### config.mk
export PLATFORM = sky130hd
export DESIGN_NAME = multi_channel_servo_pulse_ramp_core
export DESIGN_NICKNAME = d
export VERILOG_FILES = /design/src/rtl/core/mcspr_pkg.sv /design/src/rtl/core/mcspr_divider.sv /design/src/rtl/core/mcspr_joint_file.sv /design/src/rtl/core/multi_channel_servo_pulse_ramp_core.sv
export SDC_FILE = /design/constraint.sdc
export NUM_CORES = 1
export LEC_CHECK = 0
export BUFFER_PORTS_ARGS = -buffer_cell sky130_fd_sc_hd__buf_2
export CAP_MARGIN = 20
export CORE_ASPECT_RATIO = 1.75
export CORE_MARGIN = 1.5
export CORE_UTILIZATION = 58
export CTS_CLUSTER_SIZE = 8
export DETAILED_ROUTE_END_ITERATION = 12
export PLACE_DENSITY = 0.75
export SLEW_MARGIN = 20
export SYNTH_ARGS = -nofsm -noshare
export SYNTH_HDL_FRONTEND = slang
export SYNTH_SLANG_ARGS = --single-unit
### constraint.sdc
create_clock -name clk -period 19.9 [get_ports clk]
set_clock_uncertainty 0.1 [all_clocks]
set_input_delay 1.99 -clock clk [delete_from_list [all_inputs] [get_ports clk]]
set_output_delay 1.99 -clock clk [all_outputs]
set_load 0.02 [all_outputs]
### src/rtl/core/mcspr_pkg.sv
// Shared types and constants for the multi-channel servo pulse ramp core.
package mcspr_pkg;

    localparam int JOINTS_DEFAULT = 5;

    localparam int PW_W       = 14;
    localparam int STEP_W     = 16;
    localparam int ANGLE_W    = 11;
    localparam int DUR_W      = 15;
    localparam int JOINT_W    = 3;
    localparam int DIVIDEND_W = 18;
    localparam int COUNT_W    = 5;

    localparam logic [PW_W-1:0]  NEUTRAL_COUNTS  = 14'd9000;
    localparam logic [PW_W-1:0]  MIN_COUNTS      = 14'd3000;
    localparam logic [PW_W-1:0]  COUNTS_PER_DDEG = 14'd6;
    localparam logic [DUR_W-1:0] MIN_DURATION    = 15'd10;

    localparam logic FUNC_COMMAND = 1'b0;
    localparam logic FUNC_TICK    = 1'b1;

    typedef struct packed {
        logic               func;
        logic [JOINT_W-1:0] joint;
        logic [ANGLE_W-1:0] angle;
        logic [DUR_W-1:0]   duration_ms;
        logic               fault;
    } item_t;

    typedef struct packed {
        logic [JOINT_W-1:0] out_joint;
        logic [PW_W-1:0]    pulse_width;
        logic               last;
    } result_t;

    typedef struct packed {
        logic [PW_W-1:0]          position;
        logic [PW_W-1:0]          goal;
        logic signed [STEP_W-1:0] step_size;
    } jf_rd_t;

    typedef struct packed {
        logic                     pos_we;
        logic                     goal_we;
        logic                     step_we;
        logic [PW_W-1:0]          position;
        logic [PW_W-1:0]          goal;
        logic signed [STEP_W-1:0] step_size;
    } jf_wr_t;

endpackage

### src/rtl/core/mcspr_divider.sv
// Restoring divider producing one quotient bit per cycle.
module mcspr_divider
    import mcspr_pkg::*;
(
    input  logic                  clk,
    input  logic                  rst_n,
    input  logic                  start,
    input  logic [DIVIDEND_W-1:0] dividend,
    input  logic [DUR_W-1:0]      divisor,
    output logic                  done,
    output logic [DIVIDEND_W-1:0] quotient
);

    logic               run_reg, run_next;
    logic               done_reg, done_next;
    logic [COUNT_W-1:0] count_reg, count_next;
    logic [DUR_W-1:0]   rem_reg, rem_next;
    logic [DIVIDEND_W-1:0] quot_reg, quot_next;
    logic [DUR_W-1:0]   dsr_reg, dsr_next;
    logic [DUR_W:0]     shifted;
    logic [DUR_W:0]     trial;

    assign shifted = {rem_reg, quot_reg[DIVIDEND_W-1]};
    assign trial   = shifted - {1'b0, dsr_reg};

    always_comb
    begin
        run_next   = run_reg;
        done_next  = 1'b0;
        count_next = count_reg;
        rem_next   = rem_reg;
        quot_next  = quot_reg;
        dsr_next   = dsr_reg;
        if (start)
        begin
            run_next   = 1'b1;
            count_next = COUNT_W'(DIVIDEND_W - 1);
            rem_next   = '0;
            quot_next  = dividend;
            dsr_next   = divisor;
        end
        else if (run_reg)
        begin
            if (!trial[DUR_W])
            begin
                rem_next  = trial[DUR_W-1:0];
                quot_next = {quot_reg[DIVIDEND_W-2:0], 1'b1};
            end
            else
            begin
                rem_next  = shifted[DUR_W-1:0];
                quot_next = {quot_reg[DIVIDEND_W-2:0], 1'b0};
            end
            count_next = count_reg - COUNT_W'(1);
            if (count_reg == '0)
            begin
                run_next  = 1'b0;
                done_next = 1'b1;
            end
        end
    end

    always_ff @(posedge clk or negedge rst_n)
    begin
        if (!rst_n)
        begin
            run_reg   <= 1'b0;
            done_reg  <= 1'b0;
            count_reg <= '0;
        end
        else
        begin
            run_reg   <= run_next;
            done_reg  <= done_next;
            count_reg <= count_next;
        end
    end

    always_ff @(posedge clk)
    begin
        rem_reg  <= rem_next;
        quot_reg <= quot_next;
        dsr_reg  <= dsr_next;
    end

    assign done     = done_reg;
    assign quotient = quot_reg;

endmodule

### src/rtl/core/mcspr_joint_file.sv
// Per-joint position, goal and step registers with one shared access port.
module mcspr_joint_file
    import mcspr_pkg::*;
#(
    parameter int JOINTS = JOINTS_DEFAULT,
    parameter int JW     = (JOINTS > 1) ? $clog2(JOINTS) : 1
)
(
    input  logic          clk,
    input  logic          rst_n,
    input  logic [JW-1:0] idx,
    input  jf_wr_t        wr,
    output jf_rd_t        rd
);

    logic [PW_W-1:0]          position_reg [JOINTS];
    logic [PW_W-1:0]          goal_reg     [JOINTS];
    logic signed [STEP_W-1:0] step_reg     [JOINTS];

    always_ff @(posedge clk or negedge rst_n)
    begin
        if (!rst_n)
        begin
            for (int j = 0; j < JOINTS; j++)
            begin
                position_reg[j] <= NEUTRAL_COUNTS;
                goal_reg[j]     <= NEUTRAL_COUNTS;
                step_reg[j]     <= '0;
            end
        end
        else
        begin
            for (int j = 0; j < JOINTS; j++)
            begin
                if (idx == JW'(j))
                begin
                    if (wr.pos_we)
                    begin
                        position_reg[j] <= wr.position;
                    end
                    if (wr.goal_we)
                    begin
                        goal_reg[j] <= wr.goal;
                    end
                    if (wr.step_we)
                    begin
                        step_reg[j] <= wr.step_size;
                    end
                end
            end
        end
    end

    always_comb
    begin
        rd = '0;
        for (int j = 0; j < JOINTS; j++)
        begin
            if (idx == JW'(j))
            begin
                rd.position  = position_reg[j];
                rd.goal      = goal_reg[j];
                rd.step_size = step_reg[j];
            end
        end
    end

endmodule

### src/rtl/core/multi_channel_servo_pulse_ramp_core.sv
// Top level of the servo pulse ramp core: sequencer, tick walk and result register.
// A command holds busy: fetch joint, write goal, 18 divider steps if it moves, write step.
// A tick keeps busy high as it walks all joints, one per cycle through the single register port.
// Results of a tick appear on consecutive cycles in joint order, each from the result register.
// The receiver cannot stall; each result strobe lasts exactly one cycle.
// After reset every position and goal is 9000 counts and every step is zero.
module multi_channel_servo_pulse_ramp_core
    import mcspr_pkg::*;
#(
    parameter int JOINTS = JOINTS_DEFAULT
)
(
    input  logic    clk,
    input  logic    rst_n,
    input  logic    start,
    output logic    busy,
    input  item_t   item,
    output logic    result_strobe,
    output result_t result
);

    localparam int JW = (JOINTS > 1) ? $clog2(JOINTS) : 1;

    typedef enum logic [1:0] {
        ST_IDLE,
        ST_CALC,
        ST_DIV,
        ST_TICK
    } state_t;

    state_t           state_reg, state_next;
    logic [JW-1:0]    idx_reg, idx_next;
    logic             strobe_reg, strobe_next;
    result_t          result_reg, result_next;
    logic [PW_W-1:0]  goal_reg, goal_next;
    logic [DUR_W-1:0] dur_reg, dur_next;
    logic             fault_reg, fault_next;
    logic             neg_reg, neg_next;

    jf_rd_t                  rd;
    jf_wr_t                  wr;
    logic                    div_start;
    logic [DIVIDEND_W-1:0]   dividend;
    logic                    div_done;
    logic [DIVIDEND_W-1:0]   quotient;
    logic [PW_W-1:0]         mag;
    logic signed [PW_W+3:0]  np;
    logic signed [PW_W+3:0]  g_ext;
    logic                    snap;
    logic                    accept;

    assign accept = start && (state_reg == ST_IDLE);

    assign mag      = (goal_reg < rd.position) ? (rd.position - goal_reg)
                                               : (goal_reg - rd.position);
    assign dividend = DIVIDEND_W'({mag, 3'b000}) + DIVIDEND_W'({mag, 1'b0});

    assign np    = $signed({4'b0000, rd.position})
                 + $signed({{2{rd.step_size[STEP_W-1]}}, rd.step_size});
    assign g_ext = $signed({4'b0000, rd.goal});
    assign snap  = ((rd.step_size < 0) && (np <= g_ext))
                || ((rd.step_size > 0) && (np >= g_ext));

    always_comb
    begin
        state_next  = state_reg;
        idx_next    = idx_reg;
        strobe_next = 1'b0;
        result_next = result_reg;
        goal_next   = goal_reg;
        dur_next    = dur_reg;
        fault_next  = fault_reg;
        neg_next    = neg_reg;
        wr          = '0;
        div_start   = 1'b0;
        case (state_reg)
            ST_IDLE:
            begin
                if (accept)
                begin
                    goal_next  = PW_W'({3'b000, item.angle} * COUNTS_PER_DDEG) + MIN_COUNTS;
                    dur_next   = (item.duration_ms < MIN_DURATION) ? MIN_DURATION
                                                                   : item.duration_ms;
                    fault_next = item.fault;
                    if (item.func == FUNC_TICK)
                    begin
                        idx_next   = '0;
                        state_next = ST_TICK;
                    end
                    else if (32'(item.joint) < 32'(JOINTS))
                    begin
                        idx_next   = JW'(item.joint);
                        state_next = ST_CALC;
                    end
                end
            end
            ST_CALC:
            begin
                wr.goal_we = 1'b1;
                wr.goal    = goal_reg;
                if (rd.position != goal_reg)
                begin
                    div_start  = 1'b1;
                    neg_next   = goal_reg < rd.position;
                    state_next = ST_DIV;
                end
                else
                begin
                    state_next = ST_IDLE;
                end
            end
            ST_DIV:
            begin
                if (div_done)
                begin
                    wr.step_we   = 1'b1;
                    wr.step_size = neg_reg ? -$signed(STEP_W'(quotient))
                                           : $signed(STEP_W'(quotient));
                    state_next   = ST_IDLE;
                end
            end
            ST_TICK:
            begin
                wr.position = rd.position;
                if (fault_reg)
                begin
                    wr.goal_we   = 1'b1;
                    wr.goal      = rd.position;
                    wr.step_we   = 1'b1;
                    wr.step_size = '0;
                end
                else if (rd.position != rd.goal)
                begin
                    wr.pos_we = 1'b1;
                    if (snap)
                    begin
                        wr.position  = rd.goal;
                        wr.step_we   = 1'b1;
                        wr.step_size = '0;
                    end
                    else
                    begin
                        wr.position = np[PW_W-1:0];
                    end
                end
                strobe_next             = 1'b1;
                result_next.out_joint   = JOINT_W'(idx_reg);
                result_next.pulse_width = wr.position;
                result_next.last        = idx_reg == JW'(JOINTS - 1);
                if (idx_reg == JW'(JOINTS - 1))
                begin
                    state_next = ST_IDLE;
                end
                else
                begin
                    idx_next = idx_reg + JW'(1);
                end
            end
            default:
            begin
                state_next = ST_IDLE;
            end
        endcase
    end

    always_ff @(posedge clk or negedge rst_n)
    begin
        if (!rst_n)
        begin
            state_reg  <= ST_IDLE;
            idx_reg    <= '0;
            strobe_reg <= 1'b0;
            result_reg <= '0;
        end
        else
        begin
            state_reg  <= state_next;
            idx_reg    <= idx_next;
            strobe_reg <= strobe_next;
            result_reg <= result_next;
        end
    end

    always_ff @(posedge clk)
    begin
        goal_reg  <= goal_next;
        dur_reg   <= dur_next;
        fault_reg <= fault_next;
        neg_reg   <= neg_next;
    end

    mcspr_joint_file #(
        .JOINTS (JOINTS),
        .JW     (JW)
    ) u_joint_file (
        .clk   (clk),
        .rst_n (rst_n),
        .idx   (idx_reg),
        .wr    (wr),
        .rd    (rd)
    );

    mcspr_divider u_divider (
        .clk      (clk),
        .rst_n    (rst_n),
        .start    (div_start),
        .dividend (dividend),
        .divisor  (dur_reg),
        .done     (div_done),
        .quotient (quotient)
    );

    assign busy          = state_reg != ST_IDLE;
    assign result_strobe = strobe_reg;
    assign result        = result_reg;

    // Only the tick walk produces results.
    assert property (@(posedge clk) disable iff (!rst_n)
        result_strobe |-> $past(state_reg == ST_TICK))
        else $error("result strobe without a tick step");

    // The final report of a tick is never followed directly by another report.
    assert property (@(posedge clk) disable iff (!rst_n)
        result_strobe && result.last |=> !result_strobe)
        else $error("report follows the final report of a tick");

    // A report that is not the final one comes while the tick walk is still running.
    assert property (@(posedge clk) disable iff (!rst_n)
        result_strobe && !result.last |-> busy)
        else $error("tick walk ended before its final report");

    // The divider finishes only while the sequencer waits for it.
    assert property (@(posedge clk) disable iff (!rst_n)
        div_done |-> state_reg == ST_DIV)
        else $error("divider finished outside the division wait");

endmodule
# Word level (Yosys, flattened, before mapping)
# Index checks and enable logic that the tools add are counted.
[word_totals]
regBits = 330
output_inout_bits = 20
elab_cells = 142
inputBits = 34
[classes]
add_sub_neg = 9
n_mux = 51
multipliers = 1
n_reduce_logical = 29
eq_ne = 14
magnitude_cmp = 7
[op_table]
columns = ["cell", "count"]
rows = [
  ["44-bit two-way mux", 5],
  ["14-bit two-way mux", 5],
  ["16-bit two-way mux", 3],
  ["18-bit two-way mux", 2],
  ["2-bit AND reduction", 17],
  ["15-bit two-way mux", 2],
  ["14-bit != test", 2],
  ["14-bit one-hot mux with 2 select lines", 1],
  ["14-bit subtractor", 2],
  ["17-bit by 15-bit adder with 18-bit output", 1],
  ["15-bit by 16-bit adder with 17-bit output", 1],
  ["17-bit by 15-bit greater-or-equal comparator with 1-bit output", 1],
  ["17-bit by 15-bit <= comparator with 1-bit output", 1],
  ["1-bit two-way mux", 17],
  ["16-bit by 1-bit greater-than comparator with 1-bit output (second input constant)", 1],
  ["16-bit by 1-bit < comparator with 1-bit output (second input constant)", 1],
  ["16-bit negator", 1],
  ["16-bit by 15-bit subtractor with 16-bit output", 1],
  ["15-bit by 4-bit < comparator with 1-bit output (second input constant)", 1],
  ["14-bit by 12-bit adder with 14-bit output (second input constant)", 1],
  ["14-bit < comparator", 1],
  ["11-bit by 2-bit multiplier with 13-bit output (second input constant)", 1],
  ["2-bit two-way mux", 6],
  ["3-bit two-way mux", 4],
  ["22 further kinds", 33],
]

# Depth between registers and ports, before layout
# Gate-level depths: netlist (run 1).
[logic_depth]
word_depth = 15
depth_mapped = 31
mapped_depth_nobuf = 27

# By module
# From an unflattened synthesis (run 1), not the netlist that was laid out.
[unflattened]
cells_unflattened = 1819
area_unflattened_um2 = 19706.4
[by_module_without_submodules]
columns = ["mod", "n_inst", "cells_per_inst", "area_per_inst_um2", "seq_area_each_um2"]
rows = [
  ["mcspr_joint_file", 1, 739, 10242.3, 5567.8],
  ["multi_channel_servo_pulse_ramp_core", 1, 798, 6466.2, 1501.4],
  ["mcspr_divider", 1, 282, 2997.9, 1466.4],
]

# Worst setup path after synthesis (run 1)
# OpenSTA, ideal clock, no wires.
[synth_path]
path_type = "reg-to-reg"
startpoint = "register idx_reg[2]"
endpoint = "register u_joint_file.step_reg[11] (netlist bit)"
period_less_slack_ns = 6.237
setup_slack_ns = 13.663
arrival_ns = 6.003
setup_time_ns = 0.135
path_stages_with_launch = 28
required_time_ns = 19.665
cell_sequence = "dfrtp_1 > buf_2 > buf_1 > inv_1 > ha_1 > or2_1 > buf_2 > or3_1 > o2111ai_1 > inv_2 > ha_1 > fa_1 > a211o_1 > a21oi_1 > o31ai_1 > o21ai_0 > xnor2_1 > ha_1 > a21oi_1 > o21ai_0 > or3b_2 > o221ai_1 > o221ai_1 > nand3_1 > o211ai_2 > a21oi_1 > buf_2 > o22ai_1"
[synth_between]
elab_chain_len = 15
word_cells_on_any_way = 24
classes_between = "add/sub (1); order compare (4); eq/ne (5); mux (9); reduce/logical (5)"
[synth_lines]
columns = ["element", "line_no", "text"]
rows = [
  ["from (decl)", "multi_channel_servo_pulse_ramp_core.sv:32", "logic [JW-1:0] idx_reg, idx_next;"],
  ["from (signal assigned)", "multi_channel_servo_pulse_ramp_core.sv:178", "idx_reg <= idx_next;"],
  ["3-bit zero test", "mcspr_joint_file.sv:59", "if (idx == JW'(j))"],
  ["44-bit two-way mux (5 in series)", "mcspr_joint_file.sv:59", ""],
  ["15-bit by 16-bit adder with 17-bit output", "multi_channel_servo_pulse_ramp_core.sv:59", "+ $signed({{2{rd.step_size[STEP_W-1]}}, rd.step_size});"],
  ["17-bit by 15-bit <= comparator with 1-bit output or 17-bit by 15-bit greater-or-equal comparator with 1-bit output (tied branches)", "multi_channel_servo_pulse_ramp_core.sv:61, multi_channel_servo_pulse_ramp_core.sv:62", ""],
  ["1-bit logical AND, on equally long branches", "multi_channel_servo_pulse_ramp_core.sv:61, multi_channel_servo_pulse_ramp_core.sv:62", ""],
  ["1-bit logical OR", "multi_channel_servo_pulse_ramp_core.sv:62", "|| ((rd.step_size > 0) && (np >= g_ext));"],
  ["1-bit two-way mux", "multi_channel_servo_pulse_ramp_core.sv:135", "if (snap)"],
  ["15-bit two-way mux", "multi_channel_servo_pulse_ramp_core.sv:132", "else if (rd.position != rd.goal)"],
  ["1-bit two-way mux", "multi_channel_servo_pulse_ramp_core.sv:125", "if (fault_reg)"],
  ["1-bit one-hot mux with 2 select lines", "multi_channel_servo_pulse_ramp_core.sv:76", "case (state_reg)"],
  ["2-bit AND reduction (no source line) (*)", "n/a", ""],
  ["to (signal, indexed assignment)", "mcspr_joint_file.sv:47", "step_reg[j] <= wr.step_size;"],
  ["to (decl)", "mcspr_joint_file.sv:18", "logic signed [STEP_W-1:0] step_reg [JOINTS];"],
]
# Mark *: on every way between the ends. The rest lies on a longest branch, timed or not.
# A chain may end at the register's enable or synchronous reset.

# Final worst setup path (run 1)
[layout_path]
startpoint = "register idx_reg[2]"
endpoint = "register u_joint_file.step_reg[37] (netlist bit)"
# The elaborated chain is that of the path after synthesis.

==> key figures, run 1 <==
Die
  – Core footprint: 0.03374 sq mm
  – Die width: between 100 and 150 um
  – Die area: 0.03541 sq mm
  – Initial Utilization: 58.88%
  – Die Y: around 250 um
  – Io pins: 54
  – Row count: 89

Synth
  – Mapped Area: 0.01987 sq mm
  – Synthesis Warnings: 0
  – Mapped Avg Cell Area: around 9.9 sq um
  – Cell count after synthesis: 2008
  – Main synth FF type: dfrtp_1
  – Seq/Total Area, Yosys: a little over two fifths
  – Post-synth EDFFs: between 60 and 70
  – Ys async rst share: 76.29%
  – #FFs+latches synth: 329
  – Yosys cell types: 91
  – Mapped Nets: 2148

Cells and area
  – Layout cells sized above 1: between 10% and 20%
  – Cell Count, Final, Fillers Out: between 2000 and 3000
  – Most frequent cells in the layout: dfrtp_1, inv_1, nand2_1
  – Max FFs per register: 80
  – Antenna diode count: 0
  – Layout overhead on the synthesized area: 9.410%
  – Layout net count: 2164
  – Most common cell after layout, fill and taps aside: dfrtp_1

Clocking
  – Resize count post-CTS: 0
  – Clock Path Buffers: 3
  – CTS Sinks: approximately 330
  – Setup Fix Bufs, Post-CTS: 0
  – CTS root buffer: clkbuf_16
  – CTS tree: yes
  – Clock Pin Slew Worst Setup and Hold Paths: ~0.05 ns
  – Cts hold-fix bufs: 0
  – Htree depth: 2
  – CTS buffer count: 47
  – Skew-Pair Late Insertion Delay: 0.57 ns

Global routing
  – Largest net degree at the start of global routing: 102
  – Grt ovf: 0
  – Global-route wire length before repair: 87.83 mm
  – Gr usage total: 32.62%
  – Vias in the first global route: 15970
  – Initial antenna violation count: 0

Status
  – Status: finished clean

STA
  – Worst Max-Slew Pin Slew: ~1.2 ns
  – Final setup vio count: 0
  – Fmax: between 100 and 150 MHz
  – Final hold vios: 0
  – Unrepaired setup endpoints after global routing: no
  – Setup TNS: 0 ns
  – Period utilization: 43.61%
  – Max_slew headroom: 22.64%
  – Final min period: 8.678 ns
  – Slew Viols, Final: 0

Critical path
  – Crit start category: flop
  – Arrival time at the worst endpoint: 9.00 ns
  – Reg-to-Reg End: u_joint_file.step_reg[37]$_DFFE_PN0P_
  – Worst Setup End Kind: flop
  – CP required: 20.22 ns
  – Worst R2R Start: idx_reg[2]$_DFFE_PN0P_
  – CP max FO: 28
  – Reg-to-reg setup timing slack: about 11 ns
  – CP Launch Point: idx_reg[2]$_DFFE_PN0P_
  – Reg2reg path depth: 25
  – Crit path to: u_joint_file.step_reg[37]$_DFFE_PN0P_
  – Kind of critical path: reg -> reg

Detailed routing
  – Vias per inst: around 6.3
  – DR iter-0 viols: 1087
  – TritonRoute pass-1 iters: 6
  – Routed len/inst: 22.71 um
  – Via Count: 15800
  – Antenna Nets Post-Route: 0
  – WL final: 57.03 mm
  – Drc violations: 0

Place
  – Post-DP HPWL: ~41 mm
  – Port bufs: 53
  – Cell count after placement: 2430
  – Gpl congestion: about 0.99

Run
  – Number of max-cap violations: 0

Worst hold path
  – Hold Path Class: reg -> reg
## metal layers
| metal | part of all wire, % | global-route usage, % | up-vias | routed length (um) |
|---|---|---|---|---|
| met2 | 50 | 57.05 | 582 | 28550 |
| met1 | 37 | 35.76 | 7794 | 21210 |
| met3 | 4.9 | 4.669 | 223 | 2789 |
| li1 | - | - | 7196 | - |
| met5 | 0 | 0 | - | 0 |
| met4 | 7.9 | 23.83 | 0 | 4478 |
## kinds of logic after synthesis
logic type | after synthesis | share of synthesized area, %
adders and majority gates | 106 | 6.903
and+or+nand+nor | 488 | 12.72
muxes | 144 | 9.038
buffers and inverters | 286 | 6.009
AOI/OAI and AO/OA | 570 | 18.61
DFF | 329 | 42.97
xor gates and xnor gates | 85 | 3.748
## stage by stage
step	setup WS, ns	hold slack (ns)	utilization (%)	area [sq um]
floorplan	13.66	0.3003	-	19870
global placement	11.37	0.3038	60.38	20370
detailed placement	11.13	0.3080	60.40	20380
CTS	11.09	0.3150	64.39	21730
global route	10.59	0.3230	64.42	21730
finish	11.22	0.3135	64.42	21730
## how the worst min path moves through the flow
stage,slack [ns],depth (start not counted),to,from
after CTS,0.31,0,u_divider.dsr_reg[10]$_DFFE_PP_,dur_reg[10]$_SDFFCE_PN0P_
after global routing,0.32,0,u_divider.dsr_reg[10]$_DFFE_PP_,dur_reg[10]$_SDFFCE_PN0P_
after floorplan,0.30,0,u_divider.dsr_reg[0]$_DFFE_PP_,dur_reg[0]$_SDFFCE_PN0P_
after global placement,0.30,0,u_divider.dsr_reg[6]$_DFFE_PP_,dur_reg[6]$_SDFFCE_PN0P_
final,0.31,0,u_divider.dsr_reg[5]$_DFFE_PP_,dur_reg[5]$_SDFFCE_PN0P_
after detailed placement,0.31,0,u_divider.dsr_reg[10]$_DFFE_PP_,dur_reg[10]$_SDFFCE_PN0P_
## cell type report
| type | instances | area, sq um |
|---|---|---|
| fill | 2781 | 12010 |
| multi-input combinational | 1393 | 10160 |
| clock buffer | 77 | 1289 |
| timing repair buffer | 79 | 470.5 |
| inverter | 174 | 653.1 |
| tap | 455 | 569.3 |
| sequential | 329 | 8536 |
| clock inverter | 4 | 57.56 |
## synthesized netlist by cell type (8+ instances only)
| library cell | number | share of area (%) |
|---|---|---|
| dfrtp_1 | 201 | 25 |
| inv_1 | 171 | 3.2 |
| nand2_1 | 154 | 2.9 |
| a21oi_1 | 148 | 3.7 |
| o21ai_0 | 134 | 3.4 |
| ha_1 | 100 | 6.3 |
| nor2_1 | 85 | 1.6 |
| mux2_2 | 83 | 4.7 |
| o22ai_1 | 74 | 2.3 |
| edfxtp_1 | 63 | 9.5 |
| clkbuf_1 | 62 | 1.2 |
| xnor2_1 | 59 | 2.6 |
| dfstp_2 | 50 | 6.6 |
| mux2_4 | 50 | 3.8 |
| nor2b_1 | 45 | 1.4 |
| buf_2 | 36 | 0.91 |
| a211oi_1 | 30 | 1.1 |
| nand3b_1 | 30 | 1.1 |
| nand3_1 | 29 | 0.73 |
| xor2_1 | 26 | 1.1 |
| and3_1 | 24 | 0.76 |
| and2_1 | 23 | 0.72 |
| nor3_1 | 22 | 0.55 |
| a21o_1 | 21 | 0.79 |
| o21a_1 | 20 | 0.76 |
| o31ai_1 | 18 | 0.68 |
| dfxtp_1 | 15 | 1.5 |
| nand2b_1 | 15 | 0.47 |
| a211o_1 | 11 | 0.48 |
| a31oi_1 | 11 | 0.35 |
| mux2i_1 | 11 | 0.55 |
| nor4_1 | 10 | 0.31 |
| o211ai_1 | 10 | 0.38 |
| buf_6 | 9 | 0.51 |
| or3_1 | 9 | 0.28 |
| a22oi_1 | 8 | 0.30 |
| a2bb2oi_1 | 8 | 0.35 |
| nand4_1 | 8 | 0.25 |
## critical path: stages, from the launching register on
cell,delay [ns]
dfrtp_1,0.89
inv_1,0.25
ha_1,0.49
buf_4,0.35
or2_1,0.55
or3_1,0.42
o2111ai_1,0.29
inv_2,0.22
ha_1,0.32
fa_1,0.45
a211o_1,0.30
a21oi_1,0.24
o31ai_1,0.17
o21ai_0,0.27
xnor2_1,0.19
ha_1,0.30
a21oi_1,0.12
o21ai_0,0.12
a2111o_1,0.36
o221ai_1,0.24
o221ai_1,0.21
nand3_1,0.39
o211ai_2,0.29
a21oi_1,0.55
buf_4,0.32
o22ai_1,0.11
Power of run 1 is not shown: default switching activity piles up to over one toggle a cycle in this logic, so the estimate is an artifact.
==> inputs of run 2 (changes only) <==
- CORE_UTILIZATION: 58 -> 57
- PLACE_DENSITY: 0.75 -> 0.77
- clock period: 19.9 -> 7.31 ns (I/O delays scaled with it)
==> key figures, run 2 (synthesis gave the netlist of run 1 again) <==
Status
  – Status: finished clean

Global routing
  – Vias in the first global route: 16820
  – Largest net degree at the start of global routing: 146
  – Gr usage total: 33.48%
  – Grt ovf: 0
  – Global-route wire length before repair: 92.36 mm
  – Initial antenna violation count: 0

Critical path
  – Reg-to-reg setup timing slack: about 0.39 ns
  – CP bufs+invs: 4
  – Slowest-stage cell, CP: a2bb2oi_1
  – CP max FO: 28
  – CP peak stage delay: 0.66 ns
  – Kind of critical path: reg -> reg
  – CP required: just under 8 ns
  – Crit start category: flop
  – Most numerous cell on the critical path: a21oi_1
  – Critical Path, Cell by Cell: inv_1, ha_2, nand2_2, buf_4, o2111ai_1, buf_4, inv_2, ha_1, fa_1, a211o_1, a21oi_1, o31ai_1, o21ai_0, xnor2_1, ha_1, a21oi_1, o21ai_0, a2111o_1, o221ai_1, a41o_1, nand3_1, a2bb2oi_1, nand2_1, a21oi_1
  – Worst Setup End Kind: flop
  – Arrival time at the worst endpoint: 7.32 ns
  – CP top delay family: compound AO/OA/AOI/OAI gates

STA
  – Final setup vio count: 0
  – Final hold vios: 0
  – Unrepaired setup endpoints after global routing: yes
  – Period utilization: 94.72%
  – Final WS setup: 0.3862 ns
  – Slew Viols, Final: 0
  – Worst Max-Slew Pin Slew: 1.206 ns
  – Max_slew headroom: 19.36%
  – Final min period: about 6.9 ns
  – Fmax: 144.4 MHz

Clocking
  – CTS buffer count: 47
  – CTS tree: yes
  – Clock Path Buffers: 3
  – Clock Pin Slew Worst Setup and Hold Paths: 0.06 ns
  – CTS Sinks: 329
  – CTS root buffer: clkbuf_16
  – Skew-Pair Late Insertion Delay: about 0.58 ns
  – Htree depth: 2
  – Setup Fix Bufs, Post-CTS: 0

Place
  – Placed instance area: 0.02062 sq mm
  – Post-Place Setup Slack: 0.4678 ns
  – Gpl congestion: 1.019
  – Port bufs: 53
  – Post-DP HPWL: 41.53 mm

Die
  – Row count: 90
  – Initial Utilization: 57.65%
  – Die Y: 250.0 um
  – Die area: 0.03602 sq mm
  – Die width: 144.1 um
  – Core footprint: 0.03446 sq mm
  – Io pins: 54

Detailed routing
  – Drc violations: 0
  – Antenna Nets Post-Route: 0
  – Vias per inst: ~6.4
  – Via Count: roughly 16000
  – DR iter-0 viols: between 1000 and 1500
  – WL final: 58.93 mm
  – TritonRoute pass-1 iters: 6
  – Routed len/inst: roughly 23 um

Worst hold path
  – Hold Path Class: in -> async

Cells and area
  – Max FFs per register: 80
  – Most frequent cells in the layout: dfrtp_1, inv_1, nand2_1
  – Layout overhead on the synthesized area: 10.74%
  – Layout net count: 2192
  – Layout cells sized above 1: 18.65%
  – Antenna diode count: 0
  – Most common cell after layout, fill and taps aside: dfrtp_1
  – Final Cell Area: 0.02200 sq mm

Run
  – Number of max-cap violations: 0
==> run 2: cell types whose count changed in the layout (fill, tap and decap cells not counted), sizes merged <==
| cell | previous run | this run |
|---|---|---|
| clkinvlp | 0 | 1 |
| buf | 79 | 107 |
| inv | 176 | 174 |
| clkbuf | 77 | 79 |
| clkinv | 2 | 3 |
==> run 2: worst paths after layout <==
check / startpoint / endpoint / cells after the start
worst max-delay path: idx_reg[0]$_DFFE_PN0P_ / result[9]$_DFFE_PN0P_ / 24
worst min-delay path: rst_n / result[16]$_DFFE_PN0P_ / 1
worst max register to register: idx_reg[0]$_DFFE_PN0P_ / result[9]$_DFFE_PN0P_ / 24
worst min register to register: dur_reg[9]$_SDFFCE_PN0P_ / u_divider.dsr_reg[9]$_DFFE_PP_ / 0
max in group asynchronous: rst_n / u_joint_file.goal_reg[35]$_DFFE_PN0P_ / 2
min in group clk: item[0] / fault_reg$_DFFE_PP_ / 1
==> run 2: timing repair <==
action,CTS,global route
gates resized for setup,0,2
endpoints found under the setup margin,0,6
hold buffers,0,0
==> run 2: cell type report <==
class / count / area, sq um
clock buffers: 79 / 1306
clock inverters: 4 / 60.06
fillers: 2818 / 12460
inverters: 174 / 653.1
multi-input cells: 1393 / 10160
flip-flops and latches: 329 / 8536
well taps: 460 / 575.6
repair buffers: 107 / 705.7
==> run 2: metal layers <==
| layer | share of wire [%] | global-route usage, % | routed length (um) |
|---|---|---|---|
| met1 | 36 | 36.75 | 20940 |
| met2 | 50 | 57.70 | 29650 |
| met3 | 6.3 | 5.871 | 3688 |
| met4 | 7.9 | 23.12 | 4662 |
| met5 | 0 | 0 | 0 |
==> run 2: stage by stage <==
| step | utilization, % | TNS [ns] | hold slack, ns | instances |
|---|---|---|---|---|
| floorplan | - | 0 | 0.3003 | 2008 |
| global placement | 59.84 | 0 | 0.3014 | 2463 |
| detailed placement | 59.84 | 0 | 0.3054 | 2463 |
| CTS | 63.81 | 0 | 0.1388 | 2546 |
| global route | 63.85 | -0.1117 | 0.1682 | 2546 |
| finish | 63.85 | 0 | 0.07367 | 2546 |
Power of run 2 is left out for the same reason.
==> inputs of run 3 (changes only) <==
- CORE_ASPECT_RATIO: 1.75 -> 1.5
- PLACE_DENSITY: 0.77 -> 0.76
==> key figures, run 3 (synthesis gave the netlist of run 1 again) <==
STA
  – Setup TNS: 0 ns
  – Unrepaired setup endpoints after global routing: no
  – Final min period: 6.943 ns
  – Final hold vios: 0
  – Worst Max-Slew Pin Slew: 1.172 ns
  – Fmax: 144.0 MHz
  – Final WS setup: 0.3670 ns
  – Max_slew headroom: 21.62%
  – Period utilization: 94.98%
  – Slew Viols, Final: 0
  – Final setup vio count: 0

Clocking
  – Skew-Pair Late Insertion Delay: 0.57 ns
  – Clock Pin Slew Worst Setup and Hold Paths: 0.06 ns
  – Setup Fix Bufs, Post-CTS: 0
  – CTS buffer count: 47
  – CTS root buffer: clkbuf_16
  – Clock Path Buffers: 3
  – CTS tree: yes
  – Htree depth: 2
  – CTS Sinks: 329

Place
  – Port bufs: 53
  – Post-DP HPWL: 40.85 mm
  – Gpl congestion: roughly 0.98
  – Placed instance area: 0.02061 sq mm
  – Post-Place Setup Slack: 0.4430 ns

Critical path
  – CP peak stage delay: around 0.45 ns
  – Slowest-stage cell, CP: fa_1
  – Crit start category: flop
  – CP max FO: 16
  – Most numerous cell on the critical path: buf_4
  – Worst Setup End Kind: flop
  – CP required: 7.69 ns
  – CP Launch Point: idx_reg[0]$_DFFE_PN0P_
  – Worst R2R Start: idx_reg[0]$_DFFE_PN0P_
  – Reg-to-reg setup timing slack: 0.37 ns
  – Kind of critical path: reg -> reg
  – Arrival time at the worst endpoint: about 7.3 ns

Worst hold path
  – Hold path startpoint: item[0]
  – Hold Path Class: in -> reg

Detailed routing
  – Antenna Nets Post-Route: 0
  – Vias per inst: 6.327
  – Via Count: 15980
  – Drc violations: 0
  – TritonRoute pass-1 iters: 6
  – DR iter-0 viols: 1334
  – WL final: 57.65 mm
  – Routed len/inst: 22.82 um

Run
  – Number of max-cap violations: 0

Cells and area
  – Final Cell Area: around 0.022 sq mm
  – Area occupied by registers: between 0.008 and 0.009 sq mm
  – Layout net count: 2205
  – Max FFs per register: 80
  – Antenna diode count: 0
  – Most common cell after layout, fill and taps aside: dfrtp_1
  – Most frequent cells in the layout: dfrtp_1, inv_1, nand2_1
  – Layout cells sized above 1: 19.23%
  – Layout overhead on the synthesized area: 11.24%
  – FILL cells: 2797
  – Area of the multi-input gates: 0.01018 sq mm

Status
  – Status: finished clean

Global routing
  – Largest net degree at the start of global routing: 131
  – Initial antenna violation count: 0
  – Vias in the first global route: 16290
  – Global-route wire length before repair: slightly below 90 mm
  – Grt ovf: 0
  – Gr usage total: 32.12%

Die
  – Die area: approximately 0.036 sq mm
  – Die width: 155.4 um
  – Initial Utilization: 57.97%
  – Die Y: 231.6 um
  – Core footprint: 0.03427 sq mm
  – Io pins: 54
  – Row count: 83
[run 3: layout make-up]
type / count / area share, %
well taps: 425 / 2.406
inverters: 174 / 2.956
flip-flops and latches: 329 / 38.63
multi-input cells: 1393 / 46.08
clock buffers: 83 / 6.070
repair buffers: 120 / 3.726
clock inverters: 2 / 0.1302
[run 3: worst paths after layout]
| path | endpoint | cells after the start |
|---|---|---|
| hold reg to reg | u_divider.dsr_reg[14]$_DFFE_PP_ | 0 |
| setup reg to reg | result[5]$_DFFE_PN0P_ | 27 |
| setup / recovery | result[5]$_DFFE_PN0P_ | 27 |
| min in group asynchronous | u_joint_file.step_reg[38]$_DFFE_PN0P_ | 2 |
| hold / removal | fault_reg$_DFFE_PP_ | 1 |
| max in group asynchronous | u_joint_file.step_reg[55]$_DFFE_PN0P_ | 4 |
[run 3: per-layer routing]
layer  global-route usage (%)  part of all wire, %  wire, um  vias up
li1                         -                    -         -     7291
met1                    36.97                   37     21580     7889
met2                    54.84                   49     28480      601
met3                    4.058                  5.3      3060      200
met4                    23.39                  7.8      4521        0
met5                        0                    0         0        -
[run 3: critical path: cells and delay by family, from the launching register on]
kind	cells	cell delay (ns)
AO/OA/AOI/OAI	13	2.81
XOR/XNOR	1	0.23
adder cells (fa/ha/maj)	4	1.41
buffers and inverters	7	1.36
flip-flops	1	0.43
AND/OR/NAND/NOR	2	0.51
[run 3: what timing repair did]
item / 4_1_cts / 5_1_grt
hold buffers: 0 / 1
gates resized for setup: 0 / 7
hold endpoints to repair: 0 / 32
setup endpoints to repair: 0 / 71
[run 3: through the flow]
| step | hold slack (ns) | std cells | utilization (%) |
|---|---|---|---|
| detailed placement | 0.3052 | 2436 | 60.15 |
| global route | 0.2270 | 2526 | 64.48 |
| CTS | 0.2224 | 2521 | 64.14 |
| finish | 0.2401 | 2526 | 64.48 |
| floorplan | 0.3003 | 2008 | - |
| global placement | 0.3010 | 2436 | 60.15 |
Power of run 3 is left out for the same reason.
